===== src/frip_pkg.sv =====
// Shared types, character codes and small arithmetic helpers for the
// flight record info parser. No dependencies.
package frip_pkg;

  // Parse phases, one per '|' separated field
  localparam logic [2:0] PH_FIRST = 3'd0;
  localparam logic [2:0] PH_DATE  = 3'd1;
  localparam logic [2:0] PH_START = 3'd2;
  localparam logic [2:0] PH_DUR   = 3'd3;
  localparam logic [2:0] PH_TAIL  = 3'd4;
  localparam logic [2:0] PH_DONE  = 3'd5;

  // Number slot that marks "third number finished"
  localparam logic [1:0] IDX_DONE = 2'd3;

  // Character codes
  localparam logic [7:0] CH_NUL   = 8'h00;
  localparam logic [7:0] CH_BAR   = 8'h7C;
  localparam logic [7:0] CH_DASH  = 8'h2D;
  localparam logic [7:0] CH_COLON = 8'h3A;
  localparam logic [7:0] CH_ZERO  = 8'h30;
  localparam logic [7:0] CH_NINE  = 8'h39;
  localparam logic [7:0] CH_SPACE = 8'h20;
  localparam logic [7:0] CH_TAB   = 8'h09;
  localparam logic [7:0] CH_CR    = 8'h0D;

  // Saturation limits
  localparam logic [19:0] YEAR_LIMIT = 20'd65535;
  localparam logic [19:0] NUM_LIMIT  = 20'd255;

  // Clock arithmetic
  localparam int unsigned SIXTY     = 60;
  localparam int unsigned DIV60_MAX = 8;   // sums stay below 9 * 60
  // h / 24 as (h * 683) >> 14, exact for h below 1024
  localparam logic [9:0] MOD24_RECIP = 10'd683;
  localparam int unsigned MOD24_SHIFT = 14;

  // Date and start time carried with a finished record
  typedef struct packed {
    logic [15:0] year;
    logic [7:0]  month;
    logic [7:0]  day;
    logic [7:0]  hour;
    logic [7:0]  minute;
    logic [7:0]  second;
  } rec_head_t;

  // Quotient by 60 of a value below 9 * 60: compare ladder
  function automatic logic [3:0] div60(input logic [9:0] v);
    logic [3:0] q;
    q = 4'd0;
    for (int k = 1; k <= DIV60_MAX; k++) begin
      if (v >= 10'(k * SIXTY)) begin
        q = 4'(k);
      end
    end
    return q;
  endfunction

  // Multiply a quotient by 60 with shifts
  function automatic logic [9:0] times60(input logic [3:0] q);
    return {q, 6'b0} - {4'b0, q, 2'b0};
  endfunction

endpackage


===== src/flight_record_info_parser_core.sv =====
// Flight record info parser: byte-serial parse state and a short result
// pipeline that adds the duration to the start time.
// Depends on frip_pkg.
//
// Usage:
//   Input channel: text_byte / end_of_text beats on in_valid, held off by
//   in_stall. One record is a '|' separated text; the beat with
//   end_of_text set closes it. A zero byte ends the text early, later
//   bytes up to end_of_text are ignored.
//   Output channel: one result per record on out_valid, held by out_stall.
//   record_valid tells whether date, start time and duration parsed; when
//   it is low every other field is zero.
//   Throughput: one byte per cycle while in_stall is low; the parse state is
//   updated by small logic in the cycle the byte is taken.
//   Result path: the edge that takes the closing beat loads the capture
//   register; the result then passes the seconds carry, minutes carry and
//   hour mod 24 registers on its way to the outputs.
//   Stall: the four result registers form a pipeline; input is held off
//   only when the capture register is full and cannot move on.
//   Reset: synchronous rst returns the parser to the first field and
//   empties the result pipeline.
module flight_record_info_parser_core #(
  parameter int DATE_FIELD_MAX_LENGTH = 10
) (
  input  logic       clk,
  input  logic       rst,
  input  logic       in_valid,
  output logic       in_stall,
  input  logic [7:0] text_byte,
  input  logic       end_of_text,
  output logic       out_valid,
  input  logic       out_stall,
  output logic       record_valid,
  output logic [15:0] year,
  output logic [7:0] month,
  output logic [7:0] day,
  output logic [7:0] start_hour,
  output logic [7:0] start_minute,
  output logic [7:0] start_second,
  output logic [4:0] end_hour,
  output logic [5:0] end_minute,
  output logic [5:0] end_second
);
  import frip_pkg::*;

  localparam int LenW = $clog2(DATE_FIELD_MAX_LENGTH + 2);
  localparam logic [LenW-1:0] LenMax = LenW'(DATE_FIELD_MAX_LENGTH);

  // Parse state
  logic [2:0]      phase, phase_next;
  logic [1:0]      num_idx, num_idx_next;
  logic [LenW-1:0] field_len, field_len_next;
  logic            digits_seen, digits_seen_next;
  logic [15:0]     acc, acc_next;
  logic [15:0]     year_q, year_q_next;
  logic [7:0]      tf [0:7];
  logic [7:0]      tf_next [0:7];
  logic            failed, failed_next;
  logic            ended, ended_next;

  // Pipeline handshake
  logic accept;
  logic fin_vld, c1_vld, c2_vld;
  logic fin_ready, c1_ready, c2_ready, out_ready;

  // Per-byte decode
  logic        is_date, is_digit, is_space, is_sep;
  logic [7:0]  sep_char;
  logic [19:0] acc_scaled, acc_limit;
  logic        nb_fail, nb_store, nb_digits;
  logic [15:0] nb_acc;
  logic [1:0]  nb_idx;
  logic        ff_fail, ff_store;
  logic        do_store;
  logic [2:0]  store_slot;
  logic        rec_ok;

  // Result pipeline payload
  rec_head_t  fin_head, c1_head, c2_head;
  logic       fin_ok, c1_ok, c2_ok;
  logic [7:0] fin_dh, fin_dm, fin_ds, c1_dh;
  logic [8:0] sec_sum;
  logic [3:0] sec_carry, min_carry;
  logic [9:0] sec_rem, min_rem;
  logic [9:0] c1_m;
  logic [5:0] c1_sr, c2_sr, c2_mr;
  logic [9:0] c2_h;
  logic [19:0] hour_prod;
  logic [4:0]  hour_q;
  logic [9:0]  hour_rem;

  // Handshake: the capture register gates the input side
  assign out_ready = !out_valid || !out_stall;
  assign c2_ready  = !c2_vld || out_ready;
  assign c1_ready  = !c1_vld || c2_ready;
  assign fin_ready = !fin_vld || c1_ready;
  assign in_stall  = !fin_ready;
  assign accept    = in_valid && !in_stall;

  // Classify the incoming byte
  assign is_date  = (phase == PH_FIRST) || (phase == PH_DATE);
  assign sep_char = is_date ? CH_DASH : CH_COLON;
  assign is_digit = (text_byte >= CH_ZERO) && (text_byte <= CH_NINE);
  assign is_space = (text_byte == CH_SPACE) ||
                    ((text_byte >= CH_TAB) && (text_byte <= CH_CR));
  assign is_sep   = (text_byte == sep_char);
  assign acc_scaled = {1'b0, acc, 3'b0} + {3'b0, acc, 1'b0} +
                      {16'b0, text_byte[3:0] - CH_ZERO[3:0]};
  assign acc_limit  = (is_date && (num_idx == 2'd0)) ? YEAR_LIMIT : NUM_LIMIT;

  // Effect of one byte inside a numeric field
  always_comb begin
    nb_acc    = acc;
    nb_digits = digits_seen;
    nb_idx    = num_idx;
    nb_fail   = 1'b0;
    nb_store  = 1'b0;
    if (num_idx != IDX_DONE) begin
      if (is_digit) begin
        nb_acc    = (acc_scaled > acc_limit) ? acc_limit[15:0] : acc_scaled[15:0];
        nb_digits = 1'b1;
      end else if (!digits_seen) begin
        nb_fail = !is_space;
      end else if (num_idx < 2'd2) begin
        if (is_sep) begin
          nb_store  = 1'b1;
          nb_idx    = num_idx + 2'd1;
          nb_digits = 1'b0;
          nb_acc    = 16'd0;
        end else begin
          nb_fail = 1'b1;
        end
      end else begin
        nb_store = 1'b1;
        nb_idx   = IDX_DONE;
      end
    end
  end

  // Effect of closing a numeric field at '|'
  assign ff_store = (num_idx == 2'd2) && digits_seen;
  assign ff_fail  = !ff_store && (num_idx != IDX_DONE);

  // Advance the parse state by one byte
  always_comb begin
    phase_next       = phase;
    num_idx_next     = num_idx;
    field_len_next   = field_len;
    digits_seen_next = digits_seen;
    acc_next         = acc;
    year_q_next      = year_q;
    tf_next          = tf;
    failed_next      = failed;
    ended_next       = ended;
    do_store         = 1'b0;
    if (!ended) begin
      if (text_byte == CH_NUL) begin
        ended_next = 1'b1;
      end else if (phase == PH_FIRST) begin
        if (text_byte == CH_BAR) begin
          if (field_len > LenMax) begin
            failed_next = 1'b0;
            phase_next  = PH_DATE;
          end else begin
            do_store    = ff_store;
            failed_next = failed || ff_fail;
            phase_next  = PH_START;
          end
          num_idx_next     = 2'd0;
          digits_seen_next = 1'b0;
          acc_next         = 16'd0;
        end else begin
          if (field_len <= LenMax) begin
            field_len_next = field_len + LenW'(1);
          end
          if ((field_len_next <= LenMax) && !failed) begin
            acc_next         = nb_acc;
            digits_seen_next = nb_digits;
            num_idx_next     = nb_idx;
            failed_next      = nb_fail;
            do_store         = nb_store;
          end
        end
      end else if (!failed) begin
        case (phase)
          PH_DATE, PH_START, PH_DUR: begin
            if (text_byte == CH_BAR) begin
              do_store         = ff_store;
              failed_next      = ff_fail;
              phase_next       = (phase == PH_DUR) ? PH_TAIL : phase + 3'd1;
              num_idx_next     = 2'd0;
              digits_seen_next = 1'b0;
              acc_next         = 16'd0;
            end else begin
              acc_next         = nb_acc;
              digits_seen_next = nb_digits;
              num_idx_next     = nb_idx;
              failed_next      = nb_fail;
              do_store         = nb_store;
            end
          end
          PH_TAIL: begin
            phase_next = PH_DONE;
          end
          default: begin
          end
        endcase
      end
    end

    // Store the finished number into its slot
    case (phase)
      PH_START: store_slot = 3'd2 + {1'b0, num_idx};
      PH_DUR:   store_slot = 3'd5 + {1'b0, num_idx};
      default:  store_slot = {1'b0, num_idx} - 3'd1;
    endcase
    if (do_store) begin
      if (is_date && (num_idx == 2'd0)) begin
        year_q_next = acc;
      end else begin
        tf_next[store_slot] = acc[7:0];
      end
    end
  end

  assign rec_ok = !failed_next && (phase_next == PH_DONE);

  // Hold parse state; clear it after each record
  always_ff @(posedge clk) begin
    if (rst || (accept && end_of_text)) begin
      phase       <= PH_FIRST;
      num_idx     <= 2'd0;
      field_len   <= '0;
      digits_seen <= 1'b0;
      acc         <= 16'd0;
      year_q      <= 16'd0;
      for (int i = 0; i < 8; i++) begin
        tf[i] <= 8'd0;
      end
      failed      <= 1'b0;
      ended       <= 1'b0;
    end else if (accept) begin
      phase       <= phase_next;
      num_idx     <= num_idx_next;
      field_len   <= field_len_next;
      digits_seen <= digits_seen_next;
      acc         <= acc_next;
      year_q      <= year_q_next;
      tf          <= tf_next;
      failed      <= failed_next;
      ended       <= ended_next;
    end
  end

  // Capture the finished record
  always_ff @(posedge clk) begin
    if (rst) begin
      fin_vld <= 1'b0;
    end else if (accept && end_of_text) begin
      fin_vld <= 1'b1;
    end else if (c1_ready) begin
      fin_vld <= 1'b0;
    end
    if (accept && end_of_text) begin
      fin_ok <= rec_ok;
      if (rec_ok) begin
        fin_head <= '{year: year_q_next, month: tf_next[0], day: tf_next[1],
                      hour: tf_next[2], minute: tf_next[3], second: tf_next[4]};
        fin_dh   <= tf_next[5];
        fin_dm   <= tf_next[6];
        fin_ds   <= tf_next[7];
      end else begin
        fin_head <= '0;
        fin_dh   <= 8'd0;
        fin_dm   <= 8'd0;
        fin_ds   <= 8'd0;
      end
    end
  end

  // Seconds: add, carry into minutes
  assign sec_sum   = {1'b0, fin_head.second} + {1'b0, fin_ds};
  assign sec_carry = div60({1'b0, sec_sum});
  assign sec_rem   = {1'b0, sec_sum} - times60(sec_carry);

  always_ff @(posedge clk) begin
    if (rst) begin
      c1_vld <= 1'b0;
    end else if (c1_ready) begin
      c1_vld <= fin_vld;
    end
    if (c1_ready) begin
      c1_ok   <= fin_ok;
      c1_head <= fin_head;
      c1_dh   <= fin_dh;
      c1_sr   <= sec_rem[5:0];
      c1_m    <= {2'b0, fin_head.minute} + {2'b0, fin_dm} + {6'b0, sec_carry};
    end
  end

  // Minutes: carry into hours
  assign min_carry = div60(c1_m);
  assign min_rem   = c1_m - times60(min_carry);

  always_ff @(posedge clk) begin
    if (rst) begin
      c2_vld <= 1'b0;
    end else if (c2_ready) begin
      c2_vld <= c1_vld;
    end
    if (c2_ready) begin
      c2_ok   <= c1_ok;
      c2_head <= c1_head;
      c2_sr   <= c1_sr;
      c2_mr   <= min_rem[5:0];
      c2_h    <= {2'b0, c1_head.hour} + {2'b0, c1_dh} + {6'b0, min_carry};
    end
  end

  // Hours: reduce mod 24 by reciprocal multiply
  assign hour_prod = c2_h * MOD24_RECIP;
  assign hour_q    = hour_prod[MOD24_SHIFT +: 5];
  assign hour_rem  = c2_h - {1'b0, hour_q, 4'b0} - {2'b0, hour_q, 3'b0};

  always_ff @(posedge clk) begin
    if (rst) begin
      out_valid <= 1'b0;
    end else if (out_ready) begin
      out_valid <= c2_vld;
    end
    if (out_ready) begin
      record_valid <= c2_ok;
      year         <= c2_head.year;
      month        <= c2_head.month;
      day          <= c2_head.day;
      start_hour   <= c2_head.hour;
      start_minute <= c2_head.minute;
      start_second <= c2_head.second;
      end_hour     <= hour_rem[4:0];
      end_minute   <= c2_mr;
      end_second   <= c2_sr;
    end
  end

  // Input is held off only while the capture register is blocked
  assert property (@(posedge clk) disable iff (rst) in_stall |-> fin_vld)
    else $error("input stalled with empty capture register");

  // A closing beat returns the parser to the first field
  assert property (@(posedge clk) disable iff (rst)
    (accept && end_of_text) |=> (phase == PH_FIRST) && (num_idx == 2'd0) && !failed)
    else $error("parser not cleared after record end");

  // End time stays within a day
  assert property (@(posedge clk) disable iff (rst)
    out_valid |-> (end_hour < 5'd24) && (end_minute < 6'd60) && (end_second < 6'd60))
    else $error("end time out of range");

  // A rejected record carries zero fields
  assert property (@(posedge clk) disable iff (rst)
    (out_valid && !record_valid) |-> (year == 16'd0) && (end_hour == 5'd0) &&
                                     (end_minute == 6'd0) && (end_second == 6'd0))
    else $error("rejected record has nonzero fields");

  // First field length count saturates one past the limit
  assert property (@(posedge clk) disable iff (rst) field_len <= LenMax + LenW'(1))
    else $error("first field length overran");

endmodule

===== config.mk =====
export PLATFORM = sky130hd
export DESIGN_NAME = flight_record_info_parser_core
export DESIGN_NICKNAME = d
export VERILOG_FILES = /design/src/frip_pkg.sv /design/src/flight_record_info_parser_core.sv
export SDC_FILE = /design/constraint.sdc
export NUM_CORES = 1
export LEC_CHECK = 0
export BUFFER_PORTS_ARGS = -buffer_cell sky130_fd_sc_hd__buf_2
export CAP_MARGIN = 10
export CORE_MARGIN = 4
export CORE_UTILIZATION = 58
export CTS_BUF_LIST = sky130_fd_sc_hd__clkbuf_4
export DETAILED_ROUTE_END_ITERATION = 10
export GPL_ROUTABILITY_DRIVEN = 0
export PLACE_DENSITY_LB_ADDON = 0.12
export REMOVE_ABC_BUFFERS = 1
export SLEW_MARGIN = 15
export SYNTH_ARGS = -nofsm -noshare
export SYNTH_HDL_FRONTEND = slang
export SYNTH_SLANG_ARGS = --single-unit

===== constraint.sdc =====
create_clock -name clk -period 5.4 [get_ports clk]
set_input_delay 0.54 -clock clk [delete_from_list [all_inputs] [get_ports clk]]
set_output_delay 0.54 -clock clk [all_outputs]
set_load 0.1 [all_outputs]

==> results.toml <==
[sta]
fin_skew_ns = 0.0546
layout_setup_ws_ns = 0.297
maxSlewViolCount = 0
worst_slew_margin_rel_pct = 33.6
post-route-period-util_pct = 94.5
setup_viol = 0
max_clock_freq_ghz = 0.196
hold_viol_final = 0
fin_crit_ns = 5.10
tightest_slew_ns = 0.997

[placement]
dp_slack_ns = 0.276
dp.final_hpwl_um = 26000
dp.cells = 2077
portBuffers = 88

[power]
p_per_area_nw_per_um2 = 544
peakVddDrop_mv = 1.35
p_leak_nw = 8.65
total_power_mw = 12.1

[floorplanning]
coreArea_um2 = 33700
rows = 67
io_pins = 89
fp.dieW_um = 193
dieArea_um2 = 37300
fp.dieH_um = 193
start_util_pct = 59.0

[clock_tree]
cts_buffers = 105
cts_tree = "yes"
clock-sinks = 427
path_clk_slew_ns = 0.06
clkLatencyLatePin_ns = 0.81
cts_root_buf = "clkbuf_4"
ctsLongestPathBuffers = 3
cts_htree_levels = 3

[synth]
ys_seq_area_share_pct = 58.8
synthMuxAreaShare_pct = 5.65
synth_edf_count = 315
synthAdderAreaFrac_pct = 12.1
async_reset_ff_share_pct = 0
syn_inst = 1583
synth_ff_type = "edfxtp_1"
ys_seq_elements = 427
netlist_area_um2 = 19900
syn_area_per_cell_um2 = 12.6
synth_top_family_by_area = "adder cells"
synth-simple-area-share_pct = 8.61
synth_compound_area_share_pct = 9.26
synthXorXnorAreaFrac_pct = 2.03
yosys_warnings = 0
synth.distinct_cells = 70

[final_layout]
final_common_cell = "edfxtp_1"
drive_above_1_share_pct = 17.3
final_cells = 2280
nets = 1923
layout_common_cells = "edfxtp_1, clkbuf_4, nor2_1, ha_1, dfxtp_1"
area_delta_synth_final_pct = 12.0

[min_path]
hp-class = "in2reg"

[global_route]
grt_pass1_vias = 12700
grt_use_total_pct = 20.8
grt_pass1_wl_um = 63700
grt_max_degree = 82
grt_remaining_overflow = 0
antenna_found_initial = 1

[run]
drv_cap = 0

[routing]
vias = 12600
ant_nets = 0
drt_iter0_drc = 864
drt-pass1-iter-count = 5
wl_per_cell_um = 16.9
route.detailed.drc = 0
wl_um = 38600
vias_per_cell = 5.54

[setup_path]
end_kind = "register"
cp_data_arrival_time_ns = 5.60
cp_max_fo = 6
regToRegSetupSlack_ns = 0.30
critPathRequiredTime_ns = 5.89
start_kind = "register"
crit_type = "reg2reg"

[run_status]
status = "complete, no violations"
-- per-layer routing --
metal | GRT usage, % | wire (um)
met5 | 0 | 0
met4 | 8.81 | 1150
met3 | 3.97 | 1830
met2 | 34.6 | 18500
met1 | 26.9 | 17100
-- synthesized netlist by cell type, types with 4 or more instances --
cell       instances  share of area (%)
edfxtp_1         315                 48
nor2_1           140                2.6
ha_1             131                8.2
dfxtp_1          112                 11
mux2i_1          110                5.5
inv_1            103                1.9
nand2_1           93                1.8
a21oi_1           83                2.1
o21ai_0           48                1.2
clkbuf_1          46               0.87
nand3_1           46                1.2
fa_1              37                3.7
o211ai_1          29                1.1
xnor2_1           27                1.2
o21ai_1           26               0.65
a21o_1            20               0.75
xor2_1            19               0.84
nor2b_1           17               0.53
nor3_1            11               0.28
o22ai_1           11               0.35
o21bai_1          10               0.38
a211oi_1           9               0.34
buf_2              9               0.23
o2bb2ai_1          9               0.40
and2_1             8               0.25
buf_6              7               0.40
nand4_1            7               0.22
and3_1             6               0.19
a31oi_1            5               0.16
and4_1             5               0.22
buf_1              5              0.094
nand2b_1           5               0.16
o2111ai_1          5               0.22
o31ai_1            5               0.19
a41oi_1            4               0.18
nor4_1             4               0.13
or2_2              4               0.13
-- cells by family (layout without fill, tap and decap cells) --
| group | count (synthesis) | in the layout |
|---|---|---|
| DFF | 427 | 427 |
| other | 0 | 1 |
| xor gates and xnor gates | 46 | 46 |
| and+or+nand+nor | 366 | 366 |
| adders and majority gates | 171 | 171 |
| muxes | 112 | 112 |
| buffers and inverters | 170 | 418 |
| AOI/OAI and AO/OA | 291 | 291 |
-- critical path, stage by stage, from the launching register on --
cell      delay (ns)
edfxtp_1        0.49
ha_1            0.40
inv_1           0.08
fa_1            0.49
fa_1            0.56
inv_1           0.06
fa_1            0.42
ha_1            0.30
ha_1            0.29
o21ai_1         0.17
nor2_1          0.07
a211o_1         0.29
a21o_1          0.21
xor2_1          0.14
ha_1            0.20
xor2_1          0.15
xnor2_1         0.22
xnor2_1         0.16
xnor2_1         0.10
-- registers in the layout, indices dropped and copies added (netlist names), 5 cells and up --
name	cells
c1_head	56
tf	64
c1_m	10
fin_dm	8
fin_dh	8
c1_sr	6
fin_ds	8
start_second	8
c2_head	56
acc	16
end_hour	5
fin_head	56
year	16
end_second	6
c2_h	10
start_minute	8
c2_sr	6
month	8
end_minute	6
start_hour	8
year_q	16
c2_mr	6
c1_dh	8
day	8
-- through the flow --
step | hold WS (ns) | cell area [um^2] | setup TNS [ns] | util [%]
final | 0.146 | 22300 | 0 | 66.1
after global routing | 0.156 | 22300 | -0.0134 | 66.1
after detailed placement | 0.405 | 20800 | 0 | 61.8
after floorplan | 0.400 | 19600 | -49.34 | -
after global placement | 0.401 | 20800 | 0 | 61.8
after CTS | 0.0429 | 22300 | 0 | 66.0
-- report_power, final --
group          switching [mW]  leakage (nW)  internal (mW)
Clock                    1.27         0.836           1.45
Combinational            3.05          3.97           2.18
Sequential              0.169          3.84           4.00
Total                    4.49          8.65           7.63
-- what timing repair did --
action,CTS,global route
setup endpoints to repair,0,1
hold endpoints to repair,4,0
resized for setup,0,1
hold buffers,3,0
buffers inserted,0,3
-- worst paths after layout --
| kind | from | cells past startpoint | end |
|---|---|---|---|
| max reg2reg | c2_h[1]$_DFFE_PP_ | 18 | end_hour[4]$_DFFE_PP_ |
| max | c2_h[1]$_DFFE_PP_ | 18 | end_hour[4]$_DFFE_PP_ |
| min | text_byte[0] | 3 | acc[0]$_SDFFE_PP0P_ |
| min reg2reg | c2_head[22]$_DFFE_PP_ | 0 | start_hour[6]$_DFFE_PP_ |
-- area by class of cell --
type / count / area [um^2]
inverter: 103 / 388
sequential: 427 / 11700
tap: 448 / 561
timing repair buffer: 119 / 681
multi-input combinational: 986 / 7530
clock buffer: 159 / 1190
fill: 2636 / 11400
antenna: 1 / 2.50
clock inverter: 37 / 221
No activity file was read; power rests on OpenSTA's default activity.
